[src/morse_element_timing_decoder_defines.svh]
// Assertion macros for the decoder top level.
`ifndef MORSE_ELEMENT_TIMING_DECODER_DEFINES_SVH
`define MORSE_ELEMENT_TIMING_DECODER_DEFINES_SVH
`ifndef SYNTHESIS
// Checked only while reset is released.
`define METD_ASSERT(lbl, prop, msg) \
    lbl: assert property (@(posedge aclk) disable iff (!aresetn) prop) \
        else $error(msg);
// Checked on every edge, reset included.
`define METD_ASSERT_RST(lbl, prop, msg) \
    lbl: assert property (@(posedge aclk) prop) else $error(msg);
`else
`define METD_ASSERT(lbl, prop, msg)
`define METD_ASSERT_RST(lbl, prop, msg)
`endif
`endif

[src/metd_pkg.sv]
package metd_pkg;

    localparam int PATTERN_CAPACITY = 8;
    localparam int WORD_CAPACITY    = 32;

    // The pattern register keeps at most seven elements.
    localparam int PAT_MAX  = (PATTERN_CAPACITY - 1 < 7) ? PATTERN_CAPACITY - 1 : 7;
    localparam int WORD_MAX = WORD_CAPACITY - 1;
    localparam int WCNT_W   = $clog2(WORD_CAPACITY);

    localparam int QDEPTH = 2;
    localparam int QPTR_W = $clog2(QDEPTH);

    localparam int CFG_IDX_W  = 3;
    localparam int CFG_DATA_W = 16;

    localparam logic [CFG_IDX_W-1:0] REG_ENABLE    = 3'd0;
    localparam logic [CFG_IDX_W-1:0] REG_TRAINING  = 3'd1;
    localparam logic [CFG_IDX_W-1:0] REG_DIT_LEN   = 3'd2;
    localparam logic [CFG_IDX_W-1:0] REG_CHAR_MULT = 3'd3;
    localparam logic [CFG_IDX_W-1:0] REG_WORD_MULT = 3'd4;

    localparam logic [15:0] DIT_LEN_RESET   = 16'd60;
    localparam logic [3:0]  CHAR_MULT_RESET = 4'd3;
    localparam logic [3:0]  WORD_MULT_RESET = 4'd7;

    localparam logic OP_ELEMENT = 1'b0;
    localparam logic OP_TICK    = 1'b1;

    localparam logic [1:0] KIND_CHAR  = 2'd0;
    localparam logic [1:0] KIND_TRAIN = 2'd1;
    localparam logic [1:0] KIND_WORD  = 2'd2;

    localparam logic [6:0] CHAR_UNKNOWN = 7'h3F;

    typedef struct packed {
        logic        enable;
        logic        training;
        logic [15:0] dit_len;
        logic [3:0]  char_mult;
        logic [3:0]  word_mult;
        logic        clear;
    } cfg_t;

    typedef struct packed {
        logic              has_char;
        logic              has_word;
        logic [1:0]        kind;
        logic [6:0]        char_code;
        logic [6:0]        bits;
        logic [2:0]        len;
        logic [31:0]       end_time;
        logic [WCNT_W-1:0] word_len;
    } cmd_t;

    typedef enum logic [1:0] {
        BK_IDLE,
        BK_READ,
        BK_SEND
    } bk_state_t;

    // Key is {length, pattern}; bit i of the pattern is element i, 1 for dah.
    function automatic logic [6:0] decode_pattern(input logic [6:0] bits,
                                                  input logic [2:0] len);
        logic [9:0] key;
        logic [6:0] ch;
        key = {len, bits};
        unique case (key)
            {3'd2, 7'd2}:  ch = 7'("A");
            {3'd4, 7'd1}:  ch = 7'("B");
            {3'd4, 7'd5}:  ch = 7'("C");
            {3'd3, 7'd1}:  ch = 7'("D");
            {3'd1, 7'd0}:  ch = 7'("E");
            {3'd4, 7'd4}:  ch = 7'("F");
            {3'd3, 7'd3}:  ch = 7'("G");
            {3'd4, 7'd0}:  ch = 7'("H");
            {3'd2, 7'd0}:  ch = 7'("I");
            {3'd4, 7'd14}: ch = 7'("J");
            {3'd3, 7'd5}:  ch = 7'("K");
            {3'd4, 7'd2}:  ch = 7'("L");
            {3'd2, 7'd3}:  ch = 7'("M");
            {3'd2, 7'd1}:  ch = 7'("N");
            {3'd3, 7'd7}:  ch = 7'("O");
            {3'd4, 7'd6}:  ch = 7'("P");
            {3'd4, 7'd11}: ch = 7'("Q");
            {3'd3, 7'd2}:  ch = 7'("R");
            {3'd3, 7'd0}:  ch = 7'("S");
            {3'd1, 7'd1}:  ch = 7'("T");
            {3'd3, 7'd4}:  ch = 7'("U");
            {3'd4, 7'd8}:  ch = 7'("V");
            {3'd3, 7'd6}:  ch = 7'("W");
            {3'd4, 7'd9}:  ch = 7'("X");
            {3'd4, 7'd13}: ch = 7'("Y");
            {3'd4, 7'd3}:  ch = 7'("Z");
            {3'd5, 7'd31}: ch = 7'("0");
            {3'd5, 7'd30}: ch = 7'("1");
            {3'd5, 7'd28}: ch = 7'("2");
            {3'd5, 7'd24}: ch = 7'("3");
            {3'd5, 7'd16}: ch = 7'("4");
            {3'd5, 7'd0}:  ch = 7'("5");
            {3'd5, 7'd1}:  ch = 7'("6");
            {3'd5, 7'd3}:  ch = 7'("7");
            {3'd5, 7'd7}:  ch = 7'("8");
            {3'd5, 7'd15}: ch = 7'("9");
            {3'd6, 7'd42}: ch = 7'(".");
            {3'd6, 7'd51}: ch = 7'(",");
            {3'd6, 7'd12}: ch = 7'("?");
            {3'd5, 7'd9}:  ch = 7'("/");
            {3'd5, 7'd17}: ch = 7'("=");
            {3'd5, 7'd10}: ch = 7'("+");
            {3'd6, 7'd33}: ch = 7'("-");
            default:       ch = CHAR_UNKNOWN;
        endcase
        return ch;
    endfunction

endpackage

[src/morse_element_timing_decoder.sv]
// Channel  | Ports                                              | Handshake
// input    | s_op s_is_dah s_time_ms s_tx_active                | s_valid / s_ready
// result   | m_kind m_char_code m_pattern_bits m_pattern_len    | m_valid / m_ready
//          | m_end_time_ms m_last                               |
// config   | cfg_index cfg_wr_data                              | cfg_wr_en, no wait
//
// A character result passes through a two-entry command queue to the output register.
// Each stored word character is fetched through the word RAM's registered read.
// s_ready is low while the queue is full, and from a tick that closes a word until the
// word's last character has been loaded into the output register.
// Reset is synchronous and needs no clearing pass; the word RAM is read only below the count.
`include "morse_element_timing_decoder_defines.svh"

module morse_element_timing_decoder
    import metd_pkg::*;
(
    input  logic                  aclk,
    input  logic                  aresetn,
    input  logic                  s_valid,
    output logic                  s_ready,
    input  logic                  s_op,
    input  logic                  s_is_dah,
    input  logic [31:0]           s_time_ms,
    input  logic                  s_tx_active,
    output logic                  m_valid,
    input  logic                  m_ready,
    output logic [1:0]            m_kind,
    output logic [6:0]            m_char_code,
    output logic [6:0]            m_pattern_bits,
    output logic [2:0]            m_pattern_len,
    output logic [31:0]           m_end_time_ms,
    output logic                  m_last,
    input  logic                  cfg_wr_en,
    input  logic [CFG_IDX_W-1:0]  cfg_index,
    input  logic [CFG_DATA_W-1:0] cfg_wr_data
);

    logic        enable_reg;
    logic        training_reg;
    logic [15:0] dit_len_reg;
    logic [3:0]  char_mult_reg;
    logic [3:0]  word_mult_reg;
    cfg_t        cfg;

    logic              q_push;
    logic              q_pop;
    logic              q_full;
    logic              q_empty;
    cmd_t              q_in;
    cmd_t              q_head;
    logic              ram_wr_en;
    logic [WCNT_W-1:0] ram_wr_addr;
    logic [6:0]        ram_wr_data;
    logic [WCNT_W-1:0] ram_rd_addr;
    logic [6:0]        ram_rd_data;
    logic              word_done;

    always_ff @(posedge aclk) begin
        if (!aresetn) begin
            enable_reg    <= 1'b1;
            training_reg  <= 1'b0;
            dit_len_reg   <= DIT_LEN_RESET;
            char_mult_reg <= CHAR_MULT_RESET;
            word_mult_reg <= WORD_MULT_RESET;
        end else if (cfg_wr_en) begin
            unique case (cfg_index)
                REG_ENABLE:    enable_reg    <= cfg_wr_data[0];
                REG_TRAINING:  training_reg  <= cfg_wr_data[0];
                REG_DIT_LEN:   dit_len_reg   <= cfg_wr_data;
                REG_CHAR_MULT: char_mult_reg <= cfg_wr_data[3:0];
                REG_WORD_MULT: word_mult_reg <= cfg_wr_data[3:0];
                default: begin
                end
            endcase
        end
    end

    assign cfg.enable    = enable_reg;
    assign cfg.training  = training_reg;
    assign cfg.dit_len   = dit_len_reg;
    assign cfg.char_mult = char_mult_reg;
    assign cfg.word_mult = word_mult_reg;
    assign cfg.clear     = cfg_wr_en && (cfg_index == REG_ENABLE) && !cfg_wr_data[0];

    metd_front u_front (
        .aclk        (aclk),
        .aresetn     (aresetn),
        .cfg         (cfg),
        .s_valid     (s_valid),
        .s_ready     (s_ready),
        .s_op        (s_op),
        .s_is_dah    (s_is_dah),
        .s_time_ms   (s_time_ms),
        .s_tx_active (s_tx_active),
        .q_full      (q_full),
        .q_push      (q_push),
        .q_cmd       (q_in),
        .ram_wr_en   (ram_wr_en),
        .ram_wr_addr (ram_wr_addr),
        .ram_wr_data (ram_wr_data),
        .word_done   (word_done)
    );

    metd_fifo u_queue (
        .aclk     (aclk),
        .aresetn  (aresetn),
        .push     (q_push),
        .push_cmd (q_in),
        .pop      (q_pop),
        .head_cmd (q_head),
        .full     (q_full),
        .empty    (q_empty)
    );

    metd_ram #(
        .WIDTH (7),
        .DEPTH (WORD_CAPACITY)
    ) u_word_ram (
        .aclk    (aclk),
        .wr_en   (ram_wr_en),
        .wr_addr (ram_wr_addr),
        .wr_data (ram_wr_data),
        .rd_addr (ram_rd_addr),
        .rd_data (ram_rd_data)
    );

    metd_back u_back (
        .aclk           (aclk),
        .aresetn        (aresetn),
        .q_empty        (q_empty),
        .q_cmd          (q_head),
        .q_pop          (q_pop),
        .ram_rd_addr    (ram_rd_addr),
        .ram_rd_data    (ram_rd_data),
        .word_done      (word_done),
        .m_valid        (m_valid),
        .m_ready        (m_ready),
        .m_kind         (m_kind),
        .m_char_code    (m_char_code),
        .m_pattern_bits (m_pattern_bits),
        .m_pattern_len  (m_pattern_len),
        .m_end_time_ms  (m_end_time_ms),
        .m_last         (m_last)
    );

    `METD_ASSERT(a_queue_no_overflow, q_push |-> !q_full, "command queue overflow")
    `METD_ASSERT(a_word_end_marked, word_done |=> m_valid && m_last && (m_kind == KIND_WORD), "word end not marked")
    `METD_ASSERT_RST(a_reset_clears, !aresetn |=> !m_valid && q_empty, "reset left results behind")

endmodule

[src/metd_ram.sv]
module metd_ram #(
    parameter int WIDTH = 8,
    parameter int DEPTH = 32
) (
    input  logic                     aclk,
    input  logic                     wr_en,
    input  logic [$clog2(DEPTH)-1:0] wr_addr,
    input  logic [WIDTH-1:0]         wr_data,
    input  logic [$clog2(DEPTH)-1:0] rd_addr,
    output logic [WIDTH-1:0]         rd_data
);

    logic [WIDTH-1:0] mem_reg [DEPTH];
    logic [WIDTH-1:0] rd_data_reg;

    always_ff @(posedge aclk) begin
        if (wr_en) begin
            mem_reg[wr_addr] <= wr_data;
        end
        rd_data_reg <= mem_reg[rd_addr];
    end

    assign rd_data = rd_data_reg;

endmodule

[src/metd_fifo.sv]
module metd_fifo
    import metd_pkg::*;
(
    input  logic aclk,
    input  logic aresetn,
    input  logic push,
    input  cmd_t push_cmd,
    input  logic pop,
    output cmd_t head_cmd,
    output logic full,
    output logic empty
);

    cmd_t              entries_reg [QDEPTH];
    logic [QPTR_W-1:0] wr_ptr_reg, wr_ptr_next;
    logic [QPTR_W-1:0] rd_ptr_reg, rd_ptr_next;
    logic [QPTR_W:0]   count_reg, count_next;

    assign full     = (count_reg == (QPTR_W+1)'(QDEPTH));
    assign empty    = (count_reg == '0);
    assign head_cmd = entries_reg[rd_ptr_reg];

    always_comb begin
        wr_ptr_next = push ? wr_ptr_reg + QPTR_W'(1) : wr_ptr_reg;
        rd_ptr_next = pop ? rd_ptr_reg + QPTR_W'(1) : rd_ptr_reg;
        count_next  = count_reg;
        if (push && !pop) begin
            count_next = count_reg + (QPTR_W+1)'(1);
        end else if (pop && !push) begin
            count_next = count_reg - (QPTR_W+1)'(1);
        end
    end

    always_ff @(posedge aclk) begin
        if (!aresetn) begin
            wr_ptr_reg <= '0;
            rd_ptr_reg <= '0;
            count_reg  <= '0;
        end else begin
            wr_ptr_reg <= wr_ptr_next;
            rd_ptr_reg <= rd_ptr_next;
            count_reg  <= count_next;
        end
    end

    always_ff @(posedge aclk) begin
        if (push) begin
            entries_reg[wr_ptr_reg] <= push_cmd;
        end
    end

endmodule

[src/metd_front.sv]
module metd_front
    import metd_pkg::*;
(
    input  logic              aclk,
    input  logic              aresetn,
    input  cfg_t              cfg,
    input  logic              s_valid,
    output logic              s_ready,
    input  logic              s_op,
    input  logic              s_is_dah,
    input  logic [31:0]       s_time_ms,
    input  logic              s_tx_active,
    input  logic              q_full,
    output logic              q_push,
    output cmd_t              q_cmd,
    output logic              ram_wr_en,
    output logic [WCNT_W-1:0] ram_wr_addr,
    output logic [6:0]        ram_wr_data,
    input  logic              word_done
);

    logic [6:0]        pat_bits_reg, pat_bits_next;
    logic [2:0]        pat_len_reg, pat_len_next;
    logic              pending_reg, pending_next;
    logic [31:0]       last_time_reg, last_time_next;
    logic [WCNT_W-1:0] word_cnt_reg, word_cnt_next;
    logic              word_busy_reg, word_busy_next;

    logic              accept;
    logic              is_elem;
    logic              is_tick;
    logic [31:0]       silence;
    logic [19:0]       char_thr;
    logic [19:0]       word_thr;
    logic              char_hit;
    logic              word_hit;
    logic              store_ch;
    logic [WCNT_W-1:0] word_cnt_after;
    logic [6:0]        ch;

    // While a stored word is being sent, the word store must not be refilled.
    assign s_ready = !q_full && !word_busy_reg;
    assign accept  = s_valid && s_ready;
    assign is_elem = accept && cfg.enable && (s_op == OP_ELEMENT);
    assign is_tick = accept && cfg.enable && (s_op == OP_TICK) && !s_tx_active;

    assign silence  = s_time_ms - last_time_reg;
    assign char_thr = {4'd0, cfg.dit_len} * {16'd0, cfg.char_mult};
    assign word_thr = {4'd0, cfg.dit_len} * {16'd0, cfg.word_mult};
    assign ch       = decode_pattern(pat_bits_reg, pat_len_reg);

    assign char_hit = is_tick && pending_reg && (silence >= {12'd0, char_thr});
    assign store_ch = char_hit && !cfg.training && (word_cnt_reg < WCNT_W'(WORD_MAX));
    assign word_cnt_after = store_ch ? word_cnt_reg + WCNT_W'(1) : word_cnt_reg;
    // A word closes only once no character is left pending after this tick.
    assign word_hit = is_tick && (char_hit || !pending_reg) && (word_cnt_after != '0)
                      && (silence >= {12'd0, word_thr});

    assign q_push             = char_hit || word_hit;
    assign q_cmd.has_char     = char_hit;
    assign q_cmd.has_word     = word_hit;
    assign q_cmd.kind         = cfg.training ? KIND_TRAIN : KIND_CHAR;
    assign q_cmd.char_code    = ch;
    assign q_cmd.bits         = pat_bits_reg;
    assign q_cmd.len          = pat_len_reg;
    assign q_cmd.end_time     = last_time_reg;
    assign q_cmd.word_len     = word_cnt_after;

    assign ram_wr_en   = store_ch;
    assign ram_wr_addr = word_cnt_reg;
    assign ram_wr_data = ch;

    always_comb begin
        pat_bits_next  = pat_bits_reg;
        pat_len_next   = pat_len_reg;
        pending_next   = pending_reg;
        last_time_next = last_time_reg;
        word_cnt_next  = word_cnt_reg;
        word_busy_next = word_busy_reg;
        priority if (cfg.clear) begin
            pat_bits_next = '0;
            pat_len_next  = '0;
            pending_next  = 1'b0;
            word_cnt_next = '0;
        end else if (is_elem) begin
            // Elements beyond capacity are dropped but still mark the time.
            if (pat_len_reg < 3'(PAT_MAX)) begin
                pat_bits_next = pat_bits_reg | (7'(s_is_dah) << pat_len_reg);
                pat_len_next  = pat_len_reg + 3'd1;
            end
            last_time_next = s_time_ms;
            pending_next   = 1'b1;
        end else if (is_tick) begin
            if (char_hit) begin
                pat_bits_next = '0;
                pat_len_next  = '0;
                pending_next  = 1'b0;
            end
            word_cnt_next = word_hit ? '0 : word_cnt_after;
        end
        if (word_done) begin
            word_busy_next = 1'b0;
        end else if (word_hit) begin
            word_busy_next = 1'b1;
        end
    end

    always_ff @(posedge aclk) begin
        if (!aresetn) begin
            pat_bits_reg  <= '0;
            pat_len_reg   <= '0;
            pending_reg   <= 1'b0;
            last_time_reg <= '0;
            word_cnt_reg  <= '0;
            word_busy_reg <= 1'b0;
        end else begin
            pat_bits_reg  <= pat_bits_next;
            pat_len_reg   <= pat_len_next;
            pending_reg   <= pending_next;
            last_time_reg <= last_time_next;
            word_cnt_reg  <= word_cnt_next;
            word_busy_reg <= word_busy_next;
        end
    end

endmodule

[src/metd_back.sv]
module metd_back
    import metd_pkg::*;
(
    input  logic              aclk,
    input  logic              aresetn,
    input  logic              q_empty,
    input  cmd_t              q_cmd,
    output logic              q_pop,
    output logic [WCNT_W-1:0] ram_rd_addr,
    input  logic [6:0]        ram_rd_data,
    output logic              word_done,
    output logic              m_valid,
    input  logic              m_ready,
    output logic [1:0]        m_kind,
    output logic [6:0]        m_char_code,
    output logic [6:0]        m_pattern_bits,
    output logic [2:0]        m_pattern_len,
    output logic [31:0]       m_end_time_ms,
    output logic              m_last
);

    bk_state_t         state_reg, state_next;
    logic [WCNT_W-1:0] idx_reg, idx_next;
    logic [WCNT_W-1:0] wlen_reg, wlen_next;
    logic [31:0]       wtime_reg, wtime_next;

    logic              m_valid_reg, m_valid_next;
    logic [1:0]        m_kind_reg;
    logic [6:0]        m_char_code_reg;
    logic [6:0]        m_pattern_bits_reg;
    logic [2:0]        m_pattern_len_reg;
    logic [31:0]       m_end_time_reg;
    logic              m_last_reg;

    logic              out_free;
    logic              load_char;
    logic              load_word;
    logic              last_word;

    assign out_free    = !m_valid_reg || m_ready;
    assign last_word   = ((idx_reg + WCNT_W'(1)) == wlen_reg);
    assign ram_rd_addr = idx_reg;

    always_comb begin
        state_next = state_reg;
        unique case (state_reg)
            BK_IDLE: begin
                if (!q_empty && out_free && q_cmd.has_word) begin
                    state_next = BK_READ;
                end
            end
            BK_READ: begin
                state_next = BK_SEND;
            end
            BK_SEND: begin
                if (out_free) begin
                    state_next = last_word ? BK_IDLE : BK_READ;
                end
            end
            default: begin
                state_next = BK_IDLE;
            end
        endcase
    end

    always_comb begin
        q_pop     = 1'b0;
        load_char = 1'b0;
        load_word = 1'b0;
        word_done = 1'b0;
        unique case (state_reg)
            BK_IDLE: begin
                q_pop     = !q_empty && out_free;
                load_char = q_pop && q_cmd.has_char;
            end
            BK_READ: begin
            end
            BK_SEND: begin
                load_word = out_free;
                word_done = out_free && last_word;
            end
            default: begin
            end
        endcase
    end

    always_comb begin
        idx_next   = idx_reg;
        wlen_next  = wlen_reg;
        wtime_next = wtime_reg;
        if (q_pop && q_cmd.has_word) begin
            idx_next   = '0;
            wlen_next  = q_cmd.word_len;
            wtime_next = q_cmd.end_time;
        end else if (load_word) begin
            idx_next = idx_reg + WCNT_W'(1);
        end
        if (load_char || load_word) begin
            m_valid_next = 1'b1;
        end else if (m_ready) begin
            m_valid_next = 1'b0;
        end else begin
            m_valid_next = m_valid_reg;
        end
    end

    always_ff @(posedge aclk) begin
        if (!aresetn) begin
            state_reg   <= BK_IDLE;
            m_valid_reg <= 1'b0;
        end else begin
            state_reg   <= state_next;
            m_valid_reg <= m_valid_next;
        end
    end

    always_ff @(posedge aclk) begin
        idx_reg   <= idx_next;
        wlen_reg  <= wlen_next;
        wtime_reg <= wtime_next;
        if (load_char) begin
            m_kind_reg         <= q_cmd.kind;
            m_char_code_reg    <= q_cmd.char_code;
            m_pattern_bits_reg <= q_cmd.bits;
            m_pattern_len_reg  <= q_cmd.len;
            m_end_time_reg     <= q_cmd.end_time;
            // The character is not the final result when a word follows it.
            m_last_reg         <= !q_cmd.has_word;
        end else if (load_word) begin
            m_kind_reg         <= KIND_WORD;
            m_char_code_reg    <= ram_rd_data;
            m_pattern_bits_reg <= '0;
            m_pattern_len_reg  <= '0;
            m_end_time_reg     <= wtime_reg;
            m_last_reg         <= last_word;
        end
    end

    assign m_valid        = m_valid_reg;
    assign m_kind         = m_kind_reg;
    assign m_char_code    = m_char_code_reg;
    assign m_pattern_bits = m_pattern_bits_reg;
    assign m_pattern_len  = m_pattern_len_reg;
    assign m_end_time_ms  = m_end_time_reg;
    assign m_last         = m_last_reg;

endmodule

[config.mk]
export PLATFORM = sky130hd
export DESIGN_NAME = morse_element_timing_decoder
export DESIGN_NICKNAME = d
export VERILOG_FILES = /design/src/metd_pkg.sv /design/src/morse_element_timing_decoder.sv /design/src/metd_ram.sv /design/src/metd_fifo.sv /design/src/metd_front.sv /design/src/metd_back.sv
export VERILOG_INCLUDE_DIRS = /design/src /design/src/src
export SDC_FILE = /design/constraint.sdc
export NUM_CORES = 1
export LEC_CHECK = 0
export BUFFER_PORTS_ARGS = -buffer_cell sky130_fd_sc_hd__buf_4
export CAP_MARGIN = 20
export CORE_MARGIN = 2
export CORE_UTILIZATION = 40
export DETAILED_ROUTE_END_ITERATION = 7
export PLACE_DENSITY = 0.66
export SYNTH_ARGS = -nofsm -noshare
export SYNTH_HDL_FRONTEND = slang
export SYNTH_HIERARCHICAL = 1
export SYNTH_SLANG_ARGS = --single-unit
[constraint.sdc]
create_clock -name aclk -period 12.5 [get_ports aclk]
set_input_delay 2.5 -clock aclk [delete_from_list [all_inputs] [get_ports aclk]]
set_output_delay 2.5 -clock aclk [all_outputs]
set_load 0.005 [all_outputs]
# Yosys cells after proc, flatten, opt, wreduce, memory -nomap -nowiden
# Memory sizes are Yosys's and may differ from the RTL's. A register that Yosys moved wholly into a read port is not among the register bits.
# Cells that the tools add are included.
dict set report totals {
  out_inout_bits 54
  reg_bits 176
  romBits 0
  ramBits 338
  inputBits 59
  memories 2
  elab_cells 203
  latch_bits 0
}
# name words word_bits rd rd_ports_with_merged_regs wr line_no
set mem_list {}
lappend mem_list {u_word_ram.mem_reg 32 7 1 1 1 metd_ram.sv:13} ;# logic [WIDTH-1:0] mem_reg [DEPTH];
lappend mem_list {u_queue.entries_reg 2 57 1 1 1 metd_fifo.sv:14} ;# cmd_t entries_reg [QDEPTH];
dict set report classes {
  n_bitwise 5
  add_sub_neg 8
  n_eq_ne 53
  reduce_logical 58
  div_mod_pow 0
  n_mul 2
  n_shift 1
  mux 45
  order_cmp 4
}
# operator n
set ops {}
lappend ops {{7-bit one-hot mux with 42 select lines} 1}
lappend ops {{10-bit equality test (second input constant)} 28}
lappend ops {{10-bit by 9-bit equality test with 1-bit output (second input constant)} 12}
lappend ops {{32-bit by 20-bit greater-or-equal comparator with 1-bit output} 2}
lappend ops {{32-bit 2-to-1 mux} 2}
lappend ops {{7-bit 2-to-1 mux} 8}
lappend ops {{16-bit by 4-bit multiplier with 20-bit output} 2}
lappend ops {{32-bit subtractor} 1}
lappend ops {{1-bit logical AND} 22}
lappend ops {{10-bit by 8-bit equality test with 1-bit output (second input constant)} 2}
lappend ops {{1-bit 2-to-1 mux} 19}
lappend ops {{3-bit 2-to-1 mux} 6}
lappend ops {{2-bit AND reduction} 9}
lappend ops {{2-bit 2-to-1 mux} 6}
lappend ops {{1-bit logical NOT} 11}
lappend ops {{5-bit by 1-bit adder with 5-bit output (second input constant)} 2}
lappend ops {{5-bit 2-to-1 mux} 2}
lappend ops {{2-bit nonzero test} 5}
lappend ops {{7-bit bitwise OR} 1}
lappend ops {{1-bit by 3-bit left shift with 7-bit output} 1}
lappend ops {{3-bit by 2-bit equality test with 1-bit output (second input constant)} 2}
lappend ops {{2-bit one-hot mux with 3 select lines} 1}
lappend ops {{5-bit equality test} 1}
lappend ops {{5-bit < comparator (second input constant)} 1}
lappend ops {{other kinds (18)} 29}

# Depth between registers and ports, before layout
# Gate-level depths: netlist of the first run.
dict set report depth {
  ltp_word 20
  mapped_depth 32
  mapped_depth_nobuf 31
}

# By module
# Netlist of the first run, hierarchy kept.
# module cells_per_inst seq_area_each_um2 area_per_inst_um2 n_inst
set modules_own_cells {}
lappend modules_own_cells {metd_front 1245 980.9 9339.0 1}
lappend modules_own_cells {metd_ram 370 6866.6 8833.5 1}
lappend modules_own_cells {metd_fifo 202 3583.4 4404.2 1}
lappend modules_own_cells {metd_back 208 2832.7 3966.3 1}
lappend modules_own_cells {morse_element_timing_decoder 113 520.5 1119.8 1}

# Worst setup path after synthesis of the first run
# Ideal clock, no wire load.
dict set report synth_timing {
  path_kind {input to register}
  startpoint {input port s_time_ms[9]}
  endpoint {memory u_queue/entries_reg[0][0] in the netlist's numbering, enable pin}
  setup_ns 0.482
  required_time_ns 12.018
  t_arrival_ns 8.644
  stages 19
  setup_slack_ns 3.374
  path_buffers 0
  cell_sequence {ha_1 > a21oi_1 > o22ai_1 > or3_1 > o21ba_2 > or2_4 > a31oi_1 > o21bai_1 > a21oi_1 > xnor2_1 > ha_1 > a21oi_1 > nor3b_1 > a21oi_1 > a2bb2oi_1 > o31a_2 > o211a_4 > or2_1 > nor2b_1}
}
dict set report synth_between {
  elab_chain_cells 12
  word_cells_on_any_way 15
  classes_between {add/sub (1); order compare (2); mux (3); reduce/logical (9)}
}
# item line_no
set synth_rtl {}
lappend synth_rtl {{start, declared} morse_element_timing_decoder.sv:23} ;# input logic [31:0] s_time_ms,
lappend synth_rtl {{32-bit subtractor (*)} metd_front.sv:47} ;# assign silence = s_time_ms - last_time_reg;
lappend synth_rtl {{32-bit by 20-bit greater-or-equal comparator with 1-bit output} metd_front.sv:52} ;# assign char_hit = is_tick && pending_reg && (silence >= {12'd0, char_thr});
lappend synth_rtl {{1-bit logical AND} metd_front.sv:52}
lappend synth_rtl {{1-bit logical AND (2 in a row)} metd_front.sv:53} ;# assign store_ch = char_hit && !cfg.training && (word_cnt_reg < WCNT_W'(WORD_MAX));
lappend synth_rtl {{5-bit 2-to-1 mux} metd_front.sv:54} ;# assign word_cnt_after = store_ch ? word_cnt_reg + WCNT_W'(1) : word_cnt_reg;
lappend synth_rtl {{5-bit nonzero test} metd_front.sv:56} ;# assign word_hit = is_tick && (char_hit || !pending_reg) && (word_cnt_after != '0)
lappend synth_rtl {{1-bit logical AND} metd_front.sv:56}
lappend synth_rtl {{1-bit logical AND (*)} metd_front.sv:57} ;# && (silence >= {12'd0, word_thr});
lappend synth_rtl {{via u_front.word_hit} metd_front.sv:36} ;# logic word_hit;
lappend synth_rtl {{1-bit logical OR (*)} metd_front.sv:59} ;# assign q_push = char_hit || word_hit;
lappend synth_rtl {{via q_push} morse_element_timing_decoder.sv:45} ;# logic q_push;
lappend synth_rtl {{1-bit 2-to-1 mux (*)} metd_fifo.sv:47} ;# if (push) begin
lappend synth_rtl {{1-bit 2-to-1 mux (not written as such) (*)} metd_fifo.sv:48} ;# entries_reg[wr_ptr_reg] <= push_cmd;
lappend synth_rtl {{end, declared} metd_fifo.sv:14}
# The timed path passes the listed nets; every way through them passes the cells marked *.

# Final worst setup path of the first run
dict set report layout_timing {
  startpoint {register char_mult_reg[3]}
  endpoint {memory u_word_ram.mem_reg[25][1], enable pin}
}
dict set report layout_between {
  elab_chain_cells 7
}
# item line_no
set layout_rtl {}
lappend layout_rtl {{start, declared} morse_element_timing_decoder.sv:41} ;# logic [3:0] char_mult_reg;
lappend layout_rtl {{start signal, assigned} morse_element_timing_decoder.sv:70} ;# REG_CHAR_MULT: char_mult_reg <= cfg_wr_data[3:0];
lappend layout_rtl {{16-bit by 4-bit multiplier with 20-bit output} metd_front.sv:48} ;# assign char_thr = {4'd0, cfg.dit_len} * {16'd0, cfg.char_mult};
lappend layout_rtl {{32-bit by 20-bit greater-or-equal comparator with 1-bit output} metd_front.sv:52}
lappend layout_rtl {{1-bit logical AND} metd_front.sv:52}
lappend layout_rtl {{1-bit logical AND (2 in a row)} metd_front.sv:53}
lappend layout_rtl {{via ram_wr_en} morse_element_timing_decoder.sv:51} ;# logic ram_wr_en;
lappend layout_rtl {{1-bit 2-to-1 mux} metd_ram.sv:17} ;# if (wr_en) begin
lappend layout_rtl {{1-bit 2-to-1 mux (not written as such)} metd_ram.sv:18} ;# mem_reg[wr_addr] <= wr_data;
lappend layout_rtl {{end, declared} metd_ram.sv:13}
# The timed path passes the listed nets, and every way through them passes these cells.

==> results.md, run 1 <==
- Fin. max-slew vios: 0
- Clk sinks: 524
- Die W: 267 µm
- CTS tree: built
- Global route overflow: 0
- Initial Util: 40.3%
- DP HPWL: 44500 µm
- CP startpoint kind: register
- Layout area overhead: 12.5%
- Worst hold path type: reg2reg
- PwrDens: 160 nW/µm²
- Worst flop-to-flop path startpoint: char_mult_reg[3]
- Fin Hold WS: 0.489 ns
- Gpl congestion: 0.944
- Row count: 96
- I/O pins: 113
- Status: finished, final reports clean
- Worst IR Drop VDD: 0.000100 V
- Synth Area per Inst: 12.9 µm²
- Post-Synthesis Cells: 2138
- Tcrit/Tclk final: 66.7%
- Placed Instances: 3101
- Largest net degree at the start of global routing: 89
- Yosys cell types: 98
- Fin crit period: 8.33 ns
- Unrepaired setup endpoints after global routing: no
- Initial drt markers: 1508
- Final setup TNS: 0 ns
- Asr flop ratio synth: 0%
- Die ar.: 71300 µm²
- Via count: 17298
- Critical path capture point type: register
- DR pass1 iterations: 5
- Fin. Hold Viols: 0
- Area of the mapped netlist: 27700 µm²
- Synth cell count leaders: edfxtp_1, nand2_1, inv_1
- Initial antenna violation count: 3
- Hold depth: 0
- Yosys reg bits: 524
- Antenna cells: 0
- Antenna viol nets, final: 0
- GR Util All Layers: 17.8%
- CTS Buf Count: 54
- Clock Pin Slew Worst Setup and Hold Paths: 0.06 ns
- WL final: 64000 µm
- Worst setup startpoint: char_mult_reg[3]
- Slew HR: 33.7%
- Crit path DAT: 8.59 ns
- Worst Skew: 0.0539 ns
- Clock Power Share: 32.7%
- Max_cap viols: 0
- Final core occ: 45.4%
- Worst-margin pin slew: 0.995 ns
- Post-route DRC: 0
- Hold Path Origin: u_front/last_time_reg[25]
- P_int: 0.00358 W
- Worst Reg-to-Reg Cells: 26
- CP required: 12.76 ns
- NumNets Final: 2467
- CTS hold repair buffers: 0
- Post-Layout Cell Count: 3205
- I/O Buffers: 112
- CP Class: reg2reg
- Yosys top cell by area: edfxtp_1
- Total core area: 68600 µm²
- # setup viols final: 0
- Synth warn: 6
- Net Sw Frac: 28.2%
- Comb power frac: 23.6%
- Setup ws final: 4.17 ns
- Post-Syn Nets: 2377
- Fmax achieved: 0.120 GHz
- H-tree levels: 2
- # Post-CTS Setup Buffers: 0
- Leakage power: 11.3 nW
- Via density: 5.40
- Most numerous cell in the Yosys netlist: edfxtp_1
- Pre-CTS setup slack: 4.02 ns
- Max reg flops: 224
- Sw Pwr: 0.00140 W
- Sequential power share: 43.7%
- EDFF count, synth: 429
- Routed wire length per instance: 20.0 µm
- Synth area leaders: edfxtp_1, dfxtp_1, mux4_2, ha_1, fa_1
- Vias in the first global route: 17137
- Worst skew pair latency: 0.64 ns
- Die outline height: 267 µm
- Synth top area share: 46.6%
- Root buffer cell: clkbuf_16
- Clk buf depth: 3
- Cts repair resizes: 0
- Share of post-route cells with drive strength above 1: 19.2%
- Crit path max fanout: 17
- Ys flop type: edfxtp_1
- First-pass GRT wire length: 99000 µm
- Post-synthesis sequential area ratio: 53.4%
-- kinds of logic after synthesis --
kind of cell,synth area share [%]
AO/OA/AOI/OAI,7.46
XOR/XNOR,2.22
adder cells (fa/ha/maj),9.69
buffers and inverters,4.10
flip-flops,53.4
multiplexers,11.6
other,0.0136
AND/OR/NAND/NOR,11.5
-- critical path, cell delays in order (launching register included) --
cell and delay, ns:
dfxtp_1 0.64, nand2_1 0.16, fa_1 0.57, inv_1 0.06
fa_1 0.50, ha_1 0.30, a21o_1 0.17, a21oi_1 0.21
o21ai_0 0.11, a21oi_1 0.23, o21a_1 0.16, o21ai_0 0.12
or4_1 0.41, o311a_1 0.19, a21o_1 0.20, a21oi_1 0.18
xor2_1 0.10, ha_1 0.30, and4_1 0.19, nand3_1 0.08
o211ai_1 0.24, nor3b_1 0.09, a21oi_1 0.53, nor3_1 0.14
nor4_1 0.77, nand3b_1 0.65, nor2_1 0.69
-- cell type report --
cell class	instances	area, µm²
Clock inverter	36	342
Fill cell	6063	37500
Timing Repair Buffer	129	1000
Multi-Input combinational cell	1376	11800
Inverter	143	537
Sequential cell	524	14800
Clock buffer	66	1490
Tap cell	931	1160
-- metrics by stage --
step	total power [W]	cell area, µm²
detailed placement	0.00338	29200
CTS	0.00502	31100
global route	0.00520	31100
global placement	0.00336	29200
finish	0.00498	31100
floorplan	0.00303	27700
-- layer usage --
| metal | part of all wire, % | up-vias | track usage, % |
|---|---|---|---|
| met5 | 0.053 | - | 0 |
| met4 | 2.1 | 6 | 4.60 |
| met3 | 6.7 | 95 | 3.36 |
| met2 | 46 | 637 | 28.6 |
| met1 | 45 | 8577 | 24.9 |
| li1 | - | 7983 | - |
-- power groups by stage --
stage | combinational (W) | clock [W] | sequential, W
2_1_floorplan | 0.000856 | 0 | 0.00218
3_3_place_gp | 0.00111 | 0 | 0.00224
3_5_place_dp | 0.00113 | 0 | 0.00225
4_1_cts | 0.00114 | 0.00167 | 0.00221
5_1_grt | 0.00128 | 0.00173 | 0.00219
6_report | 0.00118 | 0.00163 | 0.00217
-- worst paths after layout --
check / to / slack (ns)
worst min-delay path: u_queue/entries_reg[0][30] / 0.49
worst max-delay path: u_word_ram/mem_reg[25][1] / 4.17
worst max register to register: u_word_ram/mem_reg[25][1] / 4.17
worst min register to register: u_queue/entries_reg[0][30] / 0.49
-- placed cells by master, fill, tap and decap left out, drive strengths merged, types with 29 or more instances in the layout --
| cell type | n |
|---|---|
| mux2i | 31 |
| nand3 | 33 |
| a21oi | 70 |
| and2 | 81 |
| inv | 146 |
| a21boi | 35 |
| fa | 57 |
| a21o | 29 |
| buf | 129 |
| ha | 123 |
| o21ai | 52 |
| nand2 | 216 |
| dfxtp | 95 |
| xor2 | 31 |
| xnor2 | 39 |
| clkbuf | 66 |
| nor2 | 110 |
| nor2b | 31 |
| edfxtp | 429 |
| mux4 | 70 |
| mux2 | 106 |
No activity file was read; power rests on OpenSTA's default activity.
==> run 2, diff against run 1 <==
ABC_AREA = 1   (was default)
PLACE_DENSITY = 0.68   (was 0.66)
clock period = 7.3 ns   (was 12.5 ns; I/O delays follow)
==> results.md, run 2 <==
- Status: finished, final reports clean
- Die W: 273 µm (+2.2%)
- Clk sinks: 524 (unchanged)
- Antenna cells: 0 (unchanged)
- WL final: 69100 µm (+7.9%)
- Layout area overhead: 11.6%
- Yosys reg bits: 524 (unchanged)
- Clk buf depth: 3 (unchanged)
- Crit path DAT: 7.03 ns (-1.56 ns)
- Synth warn: 6 (unchanged)
- Critical path capture point type: register
- Area of the mapped netlist: 28900 µm² (+4.5%)
- CTS tree: built
- Unrepaired setup endpoints after global routing: no
- CP Class: reg2reg
- Antenna viol nets, final: 0 (unchanged)
- Row count: 98 (+2.1%)
- Synth Area per Inst: 9.14 µm² (-29%)
- Most frequent cells in the layout: nand2_1, inv_1, edfxtp_1
- Via count: 21082 (+22%)
- End point of the critical path: u_word_ram/mem_reg[23][3]
- Asr flop ratio synth: 0% (unchanged)
- Worst flop-to-flop path startpoint: char_mult_reg[3]
- Gpl congestion: 0.913 (-3.3%)
- Final setup TNS: 0 ns (unchanged)
- Crit path max fanout: 17 (unchanged)
- Worst Skew: 0.0750 ns (+0.0211 ns)
- CP startpoint kind: register
- Reg2reg end: u_word_ram/mem_reg[23][3]
- Via density: 4.99 (-7.5%)
- Most common cell after layout, fill and taps aside: nand2_1
- Highest cell delay on the worst timing path: 0.71 ns (-0.06 ns)
- GR Util All Layers: 18.5% (+0.69 points)
- Ys flop type: edfxtp_1
- CTS Buf Count: 53 (-1.9%)
- Worst IR Drop VDD: 0.000205 V (+100%)
- PwrDens: 296 nW/µm² (+85%)
- I/O Buffers: 112 (unchanged)
- Synth area leaders: edfxtp_1, nand2_1, dfxtp_1, inv_1, ha_1
- Largest net degree at the start of global routing: 113 (+27%)
- Fmax achieved: 0.147 GHz (+23%)
- Synth top area share: 44.6% (-2.0 points)
- Post-Synthesis Cells: 3164 (+48%)
- Most used cell along the critical path: nand2_1
- Post-synthesis sequential area ratio: 51.1% (-2.3 points)
- Most numerous cell in the Yosys netlist: nand2_1
- Fin. max-slew vios: 0 (unchanged)
- Worst Reg-to-Reg Cells: 31 (+19%)
- I/O pins: 113 (unchanged)
- R2R Setup Slk: 0.52 ns (-3.65 ns)
- Max_cap viols: 0 (unchanged)
- Total core area: 71500 µm² (+4.2%)
- H-tree levels: 2 (unchanged)
- CP required: 7.55 ns (-5.21 ns)
- Max reg flops: 224 (unchanged)
- Die outline height: 273 µm (+2.2%)
- Worst hold path type: reg2reg
- First-pass GRT wire length: 109000 µm (+10%)
- Fin crit period: 6.78 ns (-1.55 ns)
- Routed wire length per instance: 16.4 µm (-18%)
- Synth cell count leaders: nand2_1, inv_1, edfxtp_1
- # Post-CTS Setup Buffers: 0 (unchanged)
- Root buffer cell: clkbuf_16
- Worst-margin pin slew: 0.989 ns (-0.00618 ns)
- Worst path slowest cell: nor2_1
- Worst skew pair latency: 0.65 ns (about the same)
- DR pass1 iterations: 5 (unchanged)
- Tcrit/Tclk final: 92.9% (+26 points)
- Post-route DRC: 0 (unchanged)
- Initial drt markers: 1579 (+4.7%)
- Share of post-route cells with drive strength above 1: 11.1% (-8.1 points)
- Leakage power: 14.1 nW (+25%)
- Post-Syn Nets: 3403 (+43%)
- Global route overflow: 0 (unchanged)
- Slew HR: 34.1% (+0.41 points)
- Die ar.: 74400 µm² (+4.4%)
- Filler cell count: 6774 (+12%)
- NumNets Final: 3469 (+41%)
- Yosys cell types: 61 (-38%)
- Clock Pin Slew Worst Setup and Hold Paths: 0.06 ns (about the same)
- Worst setup startpoint: char_mult_reg[3]
- DP HPWL: 48400 µm (+8.8%)
- Initial antenna violation count: 1 (-2)
- EDFF count, synth: 429 (unchanged)
- # setup viols final: 0 (unchanged)
- Yosys top cell by area: edfxtp_1
- Fin. Hold Viols: 0 (unchanged)
- Vias in the first global route: 20130 (+17%)
- Final core occ: 45.1% (-0.21 points)
- Initial Util: 40.4% (+0.11 points)
## run 2: cell types whose count changed after synthesis, sizes merged, moves of 31 or more
| cell | change |
|---|---|
| mux4 | -70 |
| nor2 | +106 |
| and2 | -76 |
| nand2 | +760 |
| a21boi | -33 |
| nand3 | +241 |
| a21oi | +49 |
| buf | +32 |
| mux2 | -48 |
| mux2i | -31 |
| inv | +312 |
## run 2: metal layers
metal  track usage (%)  part of all wire (%)
met1              24.9                    44
met2              31.6                    48
met3              2.14                   5.2
met4              5.23                   2.4
met5                 0                     0
## run 2: kinds of logic (layout without fill, tap and decap cells)
group	after synthesis	after routing	synth area share, %
simple gates	1543	1543	22.6
buf+inv	577	687	8.44
flops	524	524	51.1
compound gates	227	227	4.37
fa+ha+maj	180	180	9.27
mux	58	58	2.52
xor+xnor	54	54	1.64
other cells	1	1	0.0130
## run 2: cell type report
type	count	area [µm²]	share of cell area (%)
clock buffers	70	1500	4.65
clock inverters	29	299	0.927
inverters	457	1720	5.34
multi-input cells	2063	11700	36.3
flip-flops and latches	524	14800	45.9
well taps	950	1190	3.68
repair buffers	131	1050	3.26
## run 2: where the power goes
part / total [W] / switching [W] / internal, W
clock: 0.00274 / 0.00117 / 0.00157
sequential: 0.00395 / 0.000251 / 0.00370
combinational: 0.00285 / 0.00184 / 0.00101
total: 0.00954 / 0.00325 / 0.00629
## run 2: worst min path at each step
stage / startpoint / endpoint / slack, ns / cells after the start
3_5_place_dp: u_front/last_time_reg[2] / u_queue/entries_reg[0][7] / 0.45 / 0
3_3_place_gp: u_front/last_time_reg[3] / u_queue/entries_reg[0][8] / 0.43 / 0
6_report: u_front/last_time_reg[2] / u_queue/entries_reg[1][7] / 0.45 / 0
4_1_cts: u_front/last_time_reg[2] / u_queue/entries_reg[1][7] / 0.45 / 0
2_1_floorplan: u_front/last_time_reg[5] / u_queue/entries_reg[0][10] / 0.43 / 0
5_1_grt: u_front/last_time_reg[2] / u_queue/entries_reg[1][7] / 0.45 / 0
## run 2: metrics by stage
stage	setup slack [ns]	total power, W	hold slack, ns	instance area, µm²	std cells
CTS	0.240	0.00960	0.452	32200	4222
detailed placement	0.325	0.00685	0.447	30400	4123
global route	0.0494	0.0101	0.451	32300	4224
floorplan	0.243	0.00599	0.426	28900	3164
finish	0.520	0.00954	0.449	32300	4224
global placement	0.498	0.00681	0.433	30400	4123
## run 2: timing repair
item | CTS | global route
hold buffers | 0 | 0
endpoints found under the setup margin | 0 | 286
gates resized for setup | 0 | 5
## run 2: critical path: cells and delay by family, from the launching register on
family	cells	cell delay [ns]
AO/OA/AOI/OAI	6	1.01
XOR/XNOR	1	0.10
adder cells (fa/ha/maj)	4	1.86
buffers and inverters	5	0.55
flip-flops	1	0.31
AND/OR/NAND/NOR	15	2.55
